--- config.mk ---
export PLATFORM = sky130hd
export DESIGN_NAME = jit_register_cache_allocator_unit
export DESIGN_NICKNAME = d
export VERILOG_FILES = /design/src/hw/rtl/jrca_pkg.sv /design/src/hw/rtl/jrca_front.sv /design/src/hw/rtl/jrca_back.sv /design/src/hw/rtl/jit_register_cache_allocator_unit.sv
export SDC_FILE = /design/constraint.sdc
export NUM_CORES = 1
export LEC_CHECK = 0
export ABC_CLOCK_PERIOD_IN_PS = 6400
export BUFFER_PORTS_ARGS = -buffer_cell sky130_fd_sc_hd__buf_4
export CAP_MARGIN = 0
export CORE_MARGIN = 3
export CORE_UTILIZATION = 55
export CTS_CLUSTER_SIZE = 24
export DETAILED_ROUTE_END_ITERATION = 12
export PLACE_DENSITY = 0.7
export SYNTH_ARGS = -nofsm -noshare
export SYNTH_HDL_FRONTEND = slang
export SYNTH_SLANG_ARGS = --single-unit
--- constraint.sdc ---
create_clock -name i_clk -period 6.4 [get_ports i_clk]
set_input_delay 1.28 -clock i_clk [delete_from_list [all_inputs] [get_ports i_clk]]
set_output_delay 1.28 -clock i_clk [all_outputs]
set_load 0.03 [all_outputs]
--- src/hw/rtl/jrca_pkg.sv ---
// ----------------------------------------------------------------------------
// jrca_pkg
// Shared types, codes and helpers of the register cache allocator.
// ----------------------------------------------------------------------------
package jrca_pkg;

    localparam int SLOTS    = 5;
    localparam int AGE_BITS = 8;
    localparam int SLOT_W   = 3;
    localparam int GUEST_W  = 4;
    localparam int BIND_W   = GUEST_W + 1;
    localparam int WORD_W   = 32;
    localparam int QDEPTH   = 2;
    localparam int QPTR_W   = $clog2(QDEPTH);
    localparam int QCNT_W   = $clog2(QDEPTH + 1);

    localparam logic [BIND_W-1:0]   NO_GUEST   = BIND_W'(16);
    localparam logic [AGE_BITS-1:0] AGE_MAX    = '1;
    localparam logic [WORD_W-1:0]   WORD_LOAD  = 32'hE598_0000;
    localparam logic [WORD_W-1:0]   WORD_STORE = 32'hE588_0000;

    typedef enum logic [2:0] {
        OP_CLEAR = 3'd0,
        OP_GET   = 3'd1,
        OP_FIND  = 3'd2,
        OP_MARK  = 3'd3,
        OP_TICK  = 3'd4,
        OP_FLUSH = 3'd5,
        OP_BIND  = 3'd6,
        OP_AGE   = 3'd7
    } t_op;

    typedef enum logic [1:0] {
        MARK_UNUSED = 2'd0,
        MARK_CLEAN  = 2'd1,
        MARK_DIRTY  = 2'd2
    } t_mark;

    typedef enum logic [1:0] {
        KIND_REPLY = 2'd0,
        KIND_LOAD  = 2'd1,
        KIND_STORE = 2'd2
    } t_kind;

    typedef struct packed {
        t_op                op;
        logic [GUEST_W-1:0] guest;
        logic               no_guest;
        logic [SLOT_W-1:0]  slot;
        logic               slot_ok;
    } t_cmd;

    typedef struct packed {
        t_kind              kind;
        logic [SLOT_W-1:0]  host_slot;
        logic [GUEST_W-1:0] guest;
        logic               hit;
        logic               error;
        logic [WORD_W-1:0]  word;
        logic               last;
    } t_res;

    // host slot number of array entry i
    function automatic logic [SLOT_W-1:0] slot_id(input int i);
        return SLOT_W'(i + 1);
    endfunction

    // load/store word: guest register in bits 5:2, host slot in bits 14:12
    function automatic logic [WORD_W-1:0] ls_word(input logic [WORD_W-1:0]  base,
                                                  input logic [GUEST_W-1:0] guest,
                                                  input logic [SLOT_W-1:0]  slot);
        return base | {16'd0, 1'b0, slot, 6'd0, guest, 2'b00};
    endfunction

endpackage

--- src/hw/rtl/jrca_front.sv ---
// ----------------------------------------------------------------------------
// jrca_front
// Accepts command items, decodes and range-checks them, and holds them in
// a short queue for the back end.
// ----------------------------------------------------------------------------
module jrca_front import jrca_pkg::*; (
    input  logic               i_clk,
    input  logic               i_rst_n,
    input  logic               i_in_valid,
    output logic               o_in_ready,
    input  logic [2:0]         i_opcode,
    input  logic [GUEST_W-1:0] i_guest_reg,
    input  logic               i_no_guest,
    input  logic [SLOT_W-1:0]  i_slot,
    output logic               o_cmd_valid,
    input  logic               i_cmd_pop,
    output t_cmd               o_cmd
);

    t_cmd              r_q [QDEPTH];
    logic [QPTR_W-1:0] r_wp, r_rp;
    logic [QCNT_W-1:0] r_cnt, n_cnt;
    t_cmd              w_cmd;
    logic              w_push;

    always_comb begin
        w_cmd.op       = t_op'(i_opcode);
        w_cmd.guest    = i_guest_reg;
        w_cmd.no_guest = i_no_guest;
        w_cmd.slot     = i_slot;
        w_cmd.slot_ok  = (i_slot != '0) && (int'(i_slot) <= SLOTS);
    end

    assign o_in_ready  = (r_cnt != QCNT_W'(QDEPTH));
    assign w_push      = i_in_valid && o_in_ready;
    assign o_cmd_valid = (r_cnt != '0);
    assign o_cmd       = r_q[r_rp];

    always_comb begin
        unique case ({w_push, i_cmd_pop})
            2'b10:   n_cnt = r_cnt + 1'b1;
            2'b01:   n_cnt = r_cnt - 1'b1;
            default: n_cnt = r_cnt;
        endcase
    end

    always_ff @(posedge i_clk) begin
        if (!i_rst_n) begin
            r_wp  <= '0;
            r_rp  <= '0;
            r_cnt <= '0;
        end else begin
            r_cnt <= n_cnt;
            if (w_push) begin
                r_wp <= r_wp + 1'b1;
            end
            if (i_cmd_pop) begin
                r_rp <= r_rp + 1'b1;
            end
        end
    end

    always_ff @(posedge i_clk) begin
        if (w_push) begin
            r_q[r_wp] <= w_cmd;
        end
    end

endmodule

--- src/hw/rtl/jrca_back.sv ---
// ----------------------------------------------------------------------------
// jrca_back
// Slot state and command sequencer: lookups, victim scan, write-back of
// dirty slots, and the output result register.
// ----------------------------------------------------------------------------
module jrca_back import jrca_pkg::*; (
    input  logic i_clk,
    input  logic i_rst_n,
    input  logic i_cmd_valid,
    input  t_cmd i_cmd,
    output logic o_cmd_pop,
    output logic o_res_valid,
    input  logic i_res_ready,
    output t_res o_res
);

    typedef enum logic [4:0] {
        ST_IDLE  = 5'b00001,
        ST_SCAN  = 5'b00010,
        ST_EVICT = 5'b00100,
        ST_GRANT = 5'b01000,
        ST_FLUSH = 5'b10000
    } t_state;

    t_state               r_state, n_state;
    t_cmd                 r_cmd, n_cmd;
    logic [SLOT_W-1:0]    r_idx, n_idx;
    logic [SLOT_W-1:0]    r_vic, n_vic;
    logic [AGE_BITS-1:0]  r_best, n_best;
    t_mark                r_mark [SLOTS];
    t_mark                n_mark [SLOTS];
    logic [BIND_W-1:0]    r_bind [SLOTS];
    logic [BIND_W-1:0]    n_bind [SLOTS];
    logic [AGE_BITS-1:0]  r_age  [SLOTS];
    logic [AGE_BITS-1:0]  n_age  [SLOTS];
    t_res                 r_out, n_out;
    logic                 r_out_valid, n_out_valid;

    t_cmd                 c;
    logic                 out_free;
    logic [SLOTS-1:0]     hit_vec, db_vec;
    logic                 hit_any, free_any, temp_any;
    logic [SLOT_W-1:0]    hit_idx, free_idx, temp_idx;
    logic                 s_used, idx_db, vic_db, db_above, db_any;
    logic [AGE_BITS-1:0]  idx_age;
    logic [GUEST_W-1:0]   idx_guest, vic_guest;
    logic                 do_grant, do_clear;
    logic [SLOT_W-1:0]    grant_slot;

    function automatic logic [AGE_BITS-1:0] age_up(input logic [AGE_BITS-1:0] a);
        return (a == AGE_MAX) ? a : a + 1'b1;
    endfunction

    function automatic t_res mk_res(input t_kind k, input logic [SLOT_W-1:0] hs,
                                    input logic [GUEST_W-1:0] g, input logic h,
                                    input logic e, input logic [WORD_W-1:0] w,
                                    input logic l);
        t_res r;
        r.kind      = k;
        r.host_slot = hs;
        r.guest     = g;
        r.hit       = h;
        r.error     = e;
        r.word      = w;
        r.last      = l;
        return r;
    endfunction

    assign out_free    = !r_out_valid || i_res_ready;
    assign c           = (r_state == ST_IDLE) ? i_cmd : r_cmd;
    assign o_res_valid = r_out_valid;
    assign o_res       = r_out;

    // per-slot compares and selections
    always_comb begin
        hit_any   = 1'b0;
        free_any  = 1'b0;
        temp_any  = 1'b0;
        hit_idx   = '0;
        free_idx  = '0;
        temp_idx  = '0;
        s_used    = 1'b0;
        idx_db    = 1'b0;
        vic_db    = 1'b0;
        db_above  = 1'b0;
        idx_age   = '0;
        idx_guest = '0;
        vic_guest = '0;
        for (int i = 0; i < SLOTS; i++) begin
            hit_vec[i] = (r_mark[i] != MARK_UNUSED) && (r_bind[i] == {1'b0, c.guest});
            db_vec[i]  = (r_mark[i] == MARK_DIRTY) && (r_bind[i] != NO_GUEST);
            // lookup returns the lowest matching slot
            if (hit_vec[i] && !hit_any) begin
                hit_any = 1'b1;
                hit_idx = slot_id(i);
            end
            if (r_mark[i] == MARK_UNUSED) begin
                free_any = 1'b1;
                free_idx = slot_id(i);
            end
            if ((r_age[i] != '0) && (r_bind[i] == NO_GUEST)) begin
                temp_any = 1'b1;
                temp_idx = slot_id(i);
            end
            if (slot_id(i) == c.slot && r_mark[i] != MARK_UNUSED) begin
                s_used = 1'b1;
            end
            if (slot_id(i) == r_idx) begin
                idx_db    = db_vec[i];
                idx_age   = r_age[i];
                idx_guest = r_bind[i][GUEST_W-1:0];
            end
            if (slot_id(i) == r_vic) begin
                vic_db    = db_vec[i];
                vic_guest = r_bind[i][GUEST_W-1:0];
            end
            if (db_vec[i] && slot_id(i) > r_idx) begin
                db_above = 1'b1;
            end
        end
        db_any = |db_vec;
    end

    always_comb begin
        n_state     = r_state;
        n_cmd       = r_cmd;
        n_idx       = r_idx;
        n_vic       = r_vic;
        n_best      = r_best;
        n_mark      = r_mark;
        n_bind      = r_bind;
        n_age       = r_age;
        n_out       = r_out;
        n_out_valid = r_out_valid && !i_res_ready;
        o_cmd_pop   = 1'b0;
        do_grant    = 1'b0;
        do_clear    = 1'b0;
        grant_slot  = r_vic;

        unique case (r_state)
            ST_IDLE: begin
                if (i_cmd_valid && out_free) begin
                    o_cmd_pop   = 1'b1;
                    n_cmd       = i_cmd;
                    n_out_valid = 1'b1;
                    unique case (c.op)
                        OP_CLEAR: begin
                            do_clear = 1'b1;
                            n_out = mk_res(KIND_REPLY, '0, '0, 1'b0, 1'b0, '0, 1'b1);
                        end
                        OP_GET: begin
                            priority if (!c.no_guest && hit_any) begin
                                for (int i = 0; i < SLOTS; i++) begin
                                    if (slot_id(i) == hit_idx) begin
                                        n_age[i] = '0;
                                    end
                                end
                                n_out = mk_res(KIND_REPLY, hit_idx, c.guest, 1'b1, 1'b0,
                                               '0, 1'b1);
                            end else if (free_any) begin
                                do_grant   = 1'b1;
                                grant_slot = free_idx;
                            end else if (temp_any) begin
                                do_grant   = 1'b1;
                                grant_slot = temp_idx;
                            end else begin
                                // no result yet: scan ages for the victim
                                n_out_valid = r_out_valid && !i_res_ready;
                                n_state     = ST_SCAN;
                                n_idx       = SLOT_W'(1);
                                n_vic       = SLOT_W'(1);
                                n_best      = '0;
                            end
                        end
                        OP_FIND: begin
                            n_out = mk_res(KIND_REPLY, hit_idx, c.guest, hit_any, 1'b0,
                                           '0, 1'b1);
                        end
                        OP_MARK: begin
                            if (c.slot_ok && s_used) begin
                                for (int i = 0; i < SLOTS; i++) begin
                                    if (slot_id(i) == c.slot) begin
                                        n_mark[i] = MARK_DIRTY;
                                    end
                                end
                                n_out = mk_res(KIND_REPLY, c.slot, '0, 1'b0, 1'b0, '0, 1'b1);
                            end else begin
                                n_out = mk_res(KIND_REPLY, c.slot, '0, 1'b0, 1'b1, '0, 1'b1);
                            end
                        end
                        OP_TICK: begin
                            for (int i = 0; i < SLOTS; i++) begin
                                if (r_mark[i] != MARK_UNUSED) begin
                                    if (r_bind[i] == NO_GUEST) begin
                                        n_mark[i] = MARK_UNUSED;
                                    end else begin
                                        n_age[i] = age_up(r_age[i]);
                                    end
                                end
                            end
                            n_out = mk_res(KIND_REPLY, '0, '0, 1'b0, 1'b0, '0, 1'b1);
                        end
                        OP_FLUSH: begin
                            if (db_any) begin
                                n_out_valid = r_out_valid && !i_res_ready;
                                n_state     = ST_FLUSH;
                                n_idx       = SLOT_W'(1);
                            end else begin
                                do_clear = 1'b1;
                                n_out = mk_res(KIND_REPLY, '0, '0, 1'b0, 1'b0, '0, 1'b1);
                            end
                        end
                        OP_BIND: begin
                            if (c.slot_ok) begin
                                for (int i = 0; i < SLOTS; i++) begin
                                    if (slot_id(i) == hit_idx) begin
                                        n_bind[i] = NO_GUEST;
                                    end
                                end
                                // target written last so it wins when it held the register
                                for (int i = 0; i < SLOTS; i++) begin
                                    if (slot_id(i) == c.slot) begin
                                        n_bind[i] = {1'b0, c.guest};
                                        n_mark[i] = MARK_DIRTY;
                                    end
                                end
                            end
                            n_out = mk_res(KIND_REPLY, c.slot, c.guest, 1'b0, 1'b0, '0, 1'b1);
                        end
                        OP_AGE: begin
                            for (int i = 0; i < SLOTS; i++) begin
                                if (slot_id(i) == c.slot) begin
                                    n_age[i] = age_up(r_age[i]);
                                end
                            end
                            n_out = mk_res(KIND_REPLY, c.slot, '0, 1'b0, 1'b0, '0, 1'b1);
                        end
                        default: begin
                            n_out = mk_res(KIND_REPLY, '0, '0, 1'b0, 1'b0, '0, 1'b1);
                        end
                    endcase
                end
            end
            ST_SCAN: begin
                // oldest slot, ties to the higher one
                if (idx_age >= r_best) begin
                    n_best = idx_age;
                    n_vic  = r_idx;
                end
                if (int'(r_idx) == SLOTS) begin
                    n_state = ST_EVICT;
                end else begin
                    n_idx = r_idx + 1'b1;
                end
            end
            ST_EVICT: begin
                if (out_free) begin
                    n_out_valid = 1'b1;
                    if (vic_db) begin
                        n_out = mk_res(KIND_STORE, r_vic, vic_guest, 1'b0, 1'b0,
                                       ls_word(WORD_STORE, vic_guest, r_vic), 1'b0);
                        n_state = ST_GRANT;
                    end else begin
                        do_grant = 1'b1;
                        n_state  = ST_IDLE;
                    end
                end
            end
            ST_GRANT: begin
                if (out_free) begin
                    n_out_valid = 1'b1;
                    do_grant    = 1'b1;
                    n_state     = ST_IDLE;
                end
            end
            ST_FLUSH: begin
                if (idx_db) begin
                    if (out_free) begin
                        n_out_valid = 1'b1;
                        n_out = mk_res(KIND_STORE, r_idx, idx_guest, 1'b0, 1'b0,
                                       ls_word(WORD_STORE, idx_guest, r_idx), !db_above);
                        if (!db_above) begin
                            do_clear = 1'b1;
                            n_state  = ST_IDLE;
                        end else begin
                            n_idx = r_idx + 1'b1;
                        end
                    end
                end else begin
                    n_idx = r_idx + 1'b1;
                end
            end
            default: begin
                n_state = ST_IDLE;
            end
        endcase

        if (do_grant) begin
            for (int i = 0; i < SLOTS; i++) begin
                if (slot_id(i) == grant_slot) begin
                    n_mark[i] = MARK_CLEAN;
                    n_bind[i] = c.no_guest ? NO_GUEST : {1'b0, c.guest};
                    n_age[i]  = '0;
                end
            end
            if (c.no_guest) begin
                n_out = mk_res(KIND_REPLY, grant_slot, '0, 1'b0, 1'b0, '0, 1'b1);
            end else begin
                n_out = mk_res(KIND_LOAD, grant_slot, c.guest, 1'b0, 1'b0,
                               ls_word(WORD_LOAD, c.guest, grant_slot), 1'b1);
            end
        end

        if (do_clear) begin
            for (int i = 0; i < SLOTS; i++) begin
                n_mark[i] = MARK_UNUSED;
                n_bind[i] = NO_GUEST;
                n_age[i]  = '0;
            end
        end
    end

    always_ff @(posedge i_clk) begin
        if (!i_rst_n) begin
            r_state     <= ST_IDLE;
            r_out_valid <= 1'b0;
            for (int i = 0; i < SLOTS; i++) begin
                r_mark[i] <= MARK_UNUSED;
                r_bind[i] <= NO_GUEST;
                r_age[i]  <= '0;
            end
        end else begin
            r_state     <= n_state;
            r_out_valid <= n_out_valid;
            r_mark      <= n_mark;
            r_bind      <= n_bind;
            r_age       <= n_age;
        end
    end

    always_ff @(posedge i_clk) begin
        r_cmd  <= n_cmd;
        r_idx  <= n_idx;
        r_vic  <= n_vic;
        r_best <= n_best;
        r_out  <= n_out;
    end

endmodule

--- src/hw/rtl/jit_register_cache_allocator_unit.sv ---
// ----------------------------------------------------------------------------
// jit_register_cache_allocator_unit
// Host register cache allocator for a block translator. Commands enter a
// two-entry queue and a sequencer carries them out against the slot state
// (mark, binding and age per host slot), giving one to several result items,
// the final one flagged by last. A get that finds no cached, unused or aged
// temporary slot scans the slot ages one slot per cycle before its optional
// store of a dirty bound victim and its load, or its reply when it binds no
// guest. A flush walks the slots one per cycle, waiting while a store is
// stalled, up to the last dirty bound slot and gives one store per such slot.
// The output register decouples result delivery from command intake.
// ----------------------------------------------------------------------------
module jit_register_cache_allocator_unit import jrca_pkg::*; (
    input  logic               i_clk,
    input  logic               i_rst_n,
    input  logic               i_in_valid,
    output logic               o_in_ready,
    input  logic [2:0]         i_opcode,
    input  logic [GUEST_W-1:0] i_guest_reg,
    input  logic               i_no_guest,
    input  logic [SLOT_W-1:0]  i_slot,
    output logic               o_out_valid,
    input  logic               i_out_ready,
    output logic [1:0]         o_kind,
    output logic [SLOT_W-1:0]  o_host_slot,
    output logic [GUEST_W-1:0] o_guest_number,
    output logic               o_hit,
    output logic               o_error,
    output logic [WORD_W-1:0]  o_machine_word,
    output logic               o_last
);

    logic cmd_valid, cmd_pop;
    t_cmd cmd;
    t_res res;

    jrca_front u_front (
        .i_clk       (i_clk),
        .i_rst_n     (i_rst_n),
        .i_in_valid  (i_in_valid),
        .o_in_ready  (o_in_ready),
        .i_opcode    (i_opcode),
        .i_guest_reg (i_guest_reg),
        .i_no_guest  (i_no_guest),
        .i_slot      (i_slot),
        .o_cmd_valid (cmd_valid),
        .i_cmd_pop   (cmd_pop),
        .o_cmd       (cmd)
    );

    jrca_back u_back (
        .i_clk       (i_clk),
        .i_rst_n     (i_rst_n),
        .i_cmd_valid (cmd_valid),
        .i_cmd       (cmd),
        .o_cmd_pop   (cmd_pop),
        .o_res_valid (o_out_valid),
        .i_res_ready (i_out_ready),
        .o_res       (res)
    );

    assign o_kind         = res.kind;
    assign o_host_slot    = res.host_slot;
    assign o_guest_number = res.guest;
    assign o_hit          = res.hit;
    assign o_error        = res.error;
    assign o_machine_word = res.word;
    assign o_last         = res.last;

endmodule

# Word-level counts from Yosys, hierarchy flattened
# Memory sizes are Yosys's and may differ from the RTL's. A register that Yosys moved wholly into a read port is not among the register bits.
# Index checks and enable logic that the tools add are counted.
[totals] out_inout_bits=46 ff_bits=155 n_memories=1 wordCells=456 in_bits=15 mem_bits_rw=24
[mem_list] memory="u_front.r_q" words=2 word_bits=12 read_ports=1 rd_ports_with_merged_regs=1 write_ports=1 line="jrca_front.sv:20" text="t_cmd r_q [QDEPTH];"
[op_classes] bitwise=1 n_mux=234 n_reduce_logical=75 eq_ne=93 magnitude_cmp=7 add_sub_neg=10
[ops] operator="$mux 44" n=8
[ops] operator="$mux 8" n=41
[ops] operator="$pmux 44 s7" n=1
[ops] operator="$mux 40" n=4
[ops] operator="$mux 5" n=27
[ops] operator="$pmux 44 s3" n=1
[ops] operator="$mux 25" n=5
[ops] operator="$pmux 40 s3" n=1
[ops] operator="$mux 3" n=28
[ops] operator="$mux 1" n=64
[ops] operator="$mux 10" n=5
[ops] operator="$mux 2" n=22
[ops] operator="$mux 4" n=11
[ops] operator="$mux 43" n=1
[ops] operator="$add 8x1->8 const B" n=5
[ops] operator="$eq 8x8->1 const B" n=5
[ops] operator="$reduce_bool 8->1" n=5
[ops] operator="$logic_and 1x1->1" n=35
[ops] operator="$mux 34" n=1
[ops] operator="$eq 2x3->1 const A" n=10
[ops] operator="$eq 3x3->1 const A" n=10
[ops] operator="$eq 5x5->1 const B" n=6
[ops] operator="$pmux 10 s3" n=1
[ops] operator="$eq 5x4->1" n=5
[ops] operator="other kinds (51)" n=118

# Longest topological paths before layout
[depth] depth_word=26 mapped_depth=19 ltp_nobuf=17

# Hierarchy
# Synthesis repeated with hierarchy kept, for this count alone.
[unflattened] hier_cells=1248 hier_area_um2=10546.4
[by_module_without_submodules] module="jrca_back" n_inst=1 cells_each=1186 seq_area_each_um2=3002.9 area_per_inst_um2=9447.8
[by_module_without_submodules] module="jrca_front" n_inst=1 cells_each=62 seq_area_each_um2=820.8 area_per_inst_um2=1098.6

# Worst setup path after synthesis
# OpenSTA, ideal clock, no wires.
[synth_timing] path_type="reg2reg" start="register with a tool-made name" end="register u_back.r_out, in the netlist u_back.o_res[0], enable pin" required_time_ns=5.972 path_stages_with_launch=12 synth_period_minus_slack_ns=4.441 setup_time_ns=0.428 arrival_ns=4.013 path_buffers=3 path_slack_ns=1.959 cell_sequence="dfxtp_1 > buf_2 > buf_4 > mux2i_1 > inv_1 > a2111oi_0 > a31oi_1 > nor3b_1 > buf_4 > nand2b_1 > a21oi_1 > o31ai_1"
[synth_lines] item="end signal, assigned" line="jrca_back.sv:346" text="r_out <= n_out;"
[synth_lines] item="end, declared" line="jrca_back.sv:36" text="t_res r_out, n_out;"

# Worst setup path after layout
[layout_timing] start="register u_back.r_state[0]" end="register u_back.r_age[23] (netlist name)"
[layout_via] elab_chain_len=25 word_cells_on_any_way=63 cone_classes="eq/ne (16); mux (30); reduce/logical (17)"
[layout_rtl] item="start, declared" line="jrca_back.sv:25" text="t_state r_state, n_state;"
[layout_rtl] item="start signal, assigned" line="jrca_back.sv:333" text="r_state <= n_state;"
[layout_rtl] item="$eq 5x1->1" line="jrca_back.sv:70, jrca_back.sv:140"
[layout_rtl] item="$mux 12" line="jrca_back.sv:70" text="assign c = (r_state == ST_IDLE) ? i_cmd : r_cmd;"
[layout_rtl] item="$eq 5x4->1" line="jrca_back.sv:90" text="hit_vec[i] = (r_mark[i] != MARK_UNUSED) && (r_bind[i] == {1'b0, c.guest});"
[layout_rtl] item="$logic_and 1x1->1" line="jrca_back.sv:90"
[layout_rtl] item="$mux 1" line="jrca_back.sv:93" text="if (hit_vec[i] && !hit_any) begin"
[layout_rtl] item="$logic_not 1->1" line="jrca_back.sv:93"
[layout_rtl] item="$logic_and 1x1->1" line="jrca_back.sv:93"
[layout_rtl] item="$mux 1" line="jrca_back.sv:93"
[layout_rtl] item="(+9 left out)"
[layout_rtl] item="$eq 2x3->1 / $logic_and 1x1->1 (equally long branches)" line="jrca_back.sv:154, jrca_back.sv:152"
[layout_rtl] item="$mux 8 / $mux 3 (equally long branches)" line="jrca_back.sv:154, jrca_back.sv:152"
[layout_rtl] item="$mux 40 / $mux 3 (equally long branches)" line="jrca_back.sv:152, jrca_back.sv:146"
[layout_rtl] item="$pmux 40 s3 / $mux 3 (equally long branches)" line="jrca_back.sv:146, jrca_back.sv:142"
[layout_rtl] item="$mux 40 / $mux 3 (equally long branches)" line="jrca_back.sv:142, jrca_back.sv:140"
[layout_rtl] item="$mux 40 / $eq 2x3->1 (equally long branches)" line="jrca_back.sv:140, jrca_back.sv:300"
[layout_rtl] item="$mux 8" line="jrca_back.sv:300" text="if (slot_id(i) == grant_slot) begin"
[layout_rtl] item="$mux 40" line="jrca_back.sv:298" text="if (do_grant) begin"
[layout_rtl] item="end signal, assigned" line="jrca_back.sv:337" text="r_age <= n_age;"
[layout_rtl] item="end, declared" line="jrca_back.sv:34" text="logic [AGE_BITS-1:0] r_age [SLOTS];"
# Parallel ways exist; a longest one is shown, timed or not.
# A chain may end at the register's enable or synchronous reset.

==> qor.yml <==
outcome:
  status: "finished clean"
timing:
  fmax_mhz: 187.4
  hold_ws_ns: 0.4848
  hold_viol: 0
  relSlewSlack_pct: 20.75
  worstMarginPinSlew_ns: 1.189
  fin_ws_ns: 1.064
  finalClockSkew_ns: 0.01263
  finalCritPeriodShare_pct: 83.38
  period_needed_ns: 5.336
  finalMaxSlewViolations: 0
  setup_viol: 0
  rsz0062_at_grt: "false"
  fin_setup_tns_ns: 0
finish:
  area_growth_pct: 10.11
  num_antenna_cells: 0
  postLayoutCellArea_sq_um: 11480
  drive_gt1_share_pct: 10.85
  final_util_pct: 62.83
  fillers: 1619
  fin_nets: 1315
  layout.cells.non_filler: 1519
detailed_routing:
  ant_nets: 0
  wl_met2_um: 14810
  drt-met1-wl_um: 14110
  wl_per_cell_um: 22.81
  wl_met3_um: 4377
  post-route-drc-count: 0
  vias: 10420
  wirelength_um: 34640
  vias_per_cell: 6.859
  dr.pass1.iters: 7
  drt-initial-drc-count: 1526
  highest_layer: "met5"
synthesis:
  synth_cell_types: 84
  synth_area_sq_um: 10420
  syn_inst: 1257
  ys_async_sr_fraction_pct: 0
  synth_warnings: 0
  ys_seq_area_share_pct: 36.68
  syn_area_per_cell_sq_um: 8.294
  yosys_most_used_dff: "dfxtp_1"
  postSynthRegisterBits: 156
  synth_edf_count: 70
global_routing:
  antenna_found_initial: 2
  grt_max_degree: 27
  grt_pass1_wl_um: 53670
  grt_overflow: 0
  grt_pass1_vias: 9552
  grt_use_total_pct: 33.67
die:
  initial_utilization_pct: 57.06
  dieHeight_um: 143.7
  core_sq_um: 18270
  dieArea_sq_um: 20640
  pin_count: 61
  core.rowCount: 49
  fp.dieW_um: 143.7
hold_path:
  min_path_type: "flip-flop to flip-flop"
cts:
  cts.sinks: 156
  root_buffer: "clkbuf_16"
  cts_tree: "yes"
  htreeDepth: 4
  clkTransAtPathRegs_ns: 0.07
  clock_latency_ns: 0.44
  cts_buffer_depth: 2
  cts_setup_buffers: 0
  cts_inserted_buffers: 17
  ctsResizeCount: 0
  cts-hold-fix-buffers: 0
pwr:
  pwr-share-seq_pct: 29.0
  p_int_mw: 2.430
  irDropWorstVdd_mv: 0.2161
  p_leak_nw: 4.073
  p_sw_share_pct: 48.12
  combPwrFrac_pct: 48.3
  p_per_area_nw_per_um2: 408.0
  p_clk_share_pct: 22.7
  p_sw_mw: 2.254
  p_total_mw: 4.683
worst_setup_path:
  path_class: "flip-flop to flip-flop"
  crit_required_ns: 6.69
  critical_path_peak_fanout: 26
  end_kind: "flip-flop"
  worst_setup_path_start_kind: "flip-flop"
  cp.arrival_ns: 5.62
placement:
  dp.cells: 1487
  hpwlAfterDp_um: 25740
  io_buffers: 43
  placed_area_sq_um: 10850
  routabilityCongestion: 1.025
  place_ws_ns: 1.377
run:
  drv_cap: 0
==> final timing paths <==
check,start,to,slack [ns],cells after the start
worst max-delay path,u_back.r_state[0]$_SDFFE_PN1P_,u_back.r_age[23]$_SDFF_PP0_,1.06,10
worst max register to register,u_back.r_state[0]$_SDFFE_PN1P_,u_back.r_age[23]$_SDFF_PP0_,1.06,10
worst min register to register,u_back.r_mark[0]$_SDFF_PP0_,u_back.r_mark[0]$_SDFF_PP0_,0.48,2
worst min-delay path,u_back.r_mark[0]$_SDFF_PP0_,u_back.r_mark[0]$_SDFF_PP0_,0.48,2
==> cell usage after synthesis, types with 25 or more instances <==
cell type	n	area, sq um
nor2_1	139	521.8
o21ai_0	87	435.4
a21oi_1	102	510.5
buf_4	27	202.7
dfxtp_1	86	1722
and2_1	30	187.7
nand3_1	42	210.2
inv_1	52	195.2
mux2i_1	31	310.3
edfxtp_1	70	2102
o22ai_1	29	181.4
clkbuf_1	43	161.4
a22oi_1	25	187.7
nand2_1	99	371.6
nor3_1	48	240.2
==> kinds of logic (layout without fill, tap and decap cells) <==
| logic type | after synthesis | count (layout) | share of synthesized area [%] |
|---|---|---|---|
| adders and majority gates | 23 | 23 | 2.760 |
| buffers and inverters | 132 | 149 | 5.929 |
| DFF | 156 | 156 | 36.68 |
| and+or+nand+nor | 470 | 470 | 22.08 |
| xor gates and xnor gates | 7 | 7 | 0.5881 |
| AOI/OAI and AO/OA | 427 | 427 | 27.87 |
| other | 1 | 17 | 0.03597 |
| muxes | 41 | 41 | 4.057 |
==> per-layer routing <==
metal | up-vias | track usage [%]
li1 | 4743 | -
met1 | 4900 | 46.37
met2 | 662 | 49.32
met3 | 110 | 10.92
met4 | 4 | 12.98
met5 | - | 0
==> critical path, stage by stage (launching register included) <==
cell,delay (ns)
dfxtp_1,0.36
nor2b_1,0.42
and2_1,1.00
o21ai_1,0.47
o221ai_1,0.39
nor3_2,0.17
nor4_2,0.70
a21o_1,0.63
o21ai_2,0.40
o21ai_2,0.52
a211oi_1,0.10
==> state kept, by name, indices dropped and copies added (netlist names), named ones only <==
register and flops:
u_back.r_best 8, u_front.r_cnt 2, u_back.o_res_valid 1, u_back.r_vic 3, u_back.o_res 20, u_front.r_q 24, u_back.r_state 5, u_back.r_age 40
u_front.r_wp 1, u_back.r_cmd 12, u_front.r_rp 1, u_back.r_bind 25, u_back.r_mark 10, u_back.r_idx 3
==> cell usage in the layout, fill, tap and decap left out, drive strengths merged, types with 6 or more instances in the layout <==
master  Yosys  routed
a211oi     20      20
a21o       13      13
a21oi     103     103
a221oi     23      23
a22o       16      16
a22oi      25      25
a311oi      8       8
a31oi      10      10
and2       30      30
and3       12      12
buf        36      64
clkbuf     43      17
clkinv      0       8
conb        1      17
dfxtp      86      86
edfxtp     70      70
ha         23      23
inv        53      60
mux2       10      10
mux2i      31      31
nand2     100     100
nand2b     20      20
nand3      42      42
nand4       6       6
nor2      139     139
nor2b      20      20
nor3       51      51
nor4       15      15
o211ai      8       8
o21ai      96      96
o21bai      7       7
o22ai      29      29
o32ai      11      11
o41ai       6       6
or3         9       9
xnor2       6       6
==> area by class of cell <==
class                           instances  area (sq um)  area share, %
Clock buffer                           17         425.4          3.706
Clock inverter                         15         206.4          1.799
Inverter                               53         198.9          1.733
Multi-Input combinational cell        985          6057          52.77
Sequential cell                       156          3824          33.31
Tap cell                              229         286.5          2.496
Timing Repair Buffer                   64         480.5          4.186
==> power groups by stage <==
stage          clock network, mW  logic [mW]  registers [mW]
2_1_floorplan                  0        1.38            1.46
3_3_place_gp                   0        2.17            1.37
3_5_place_dp                   0        2.17            1.38
4_1_cts                     1.07        2.19            1.36
5_1_grt                     1.11        2.40            1.38
6_report                    1.07        2.26            1.36
(Power assumes the default switching activity.)
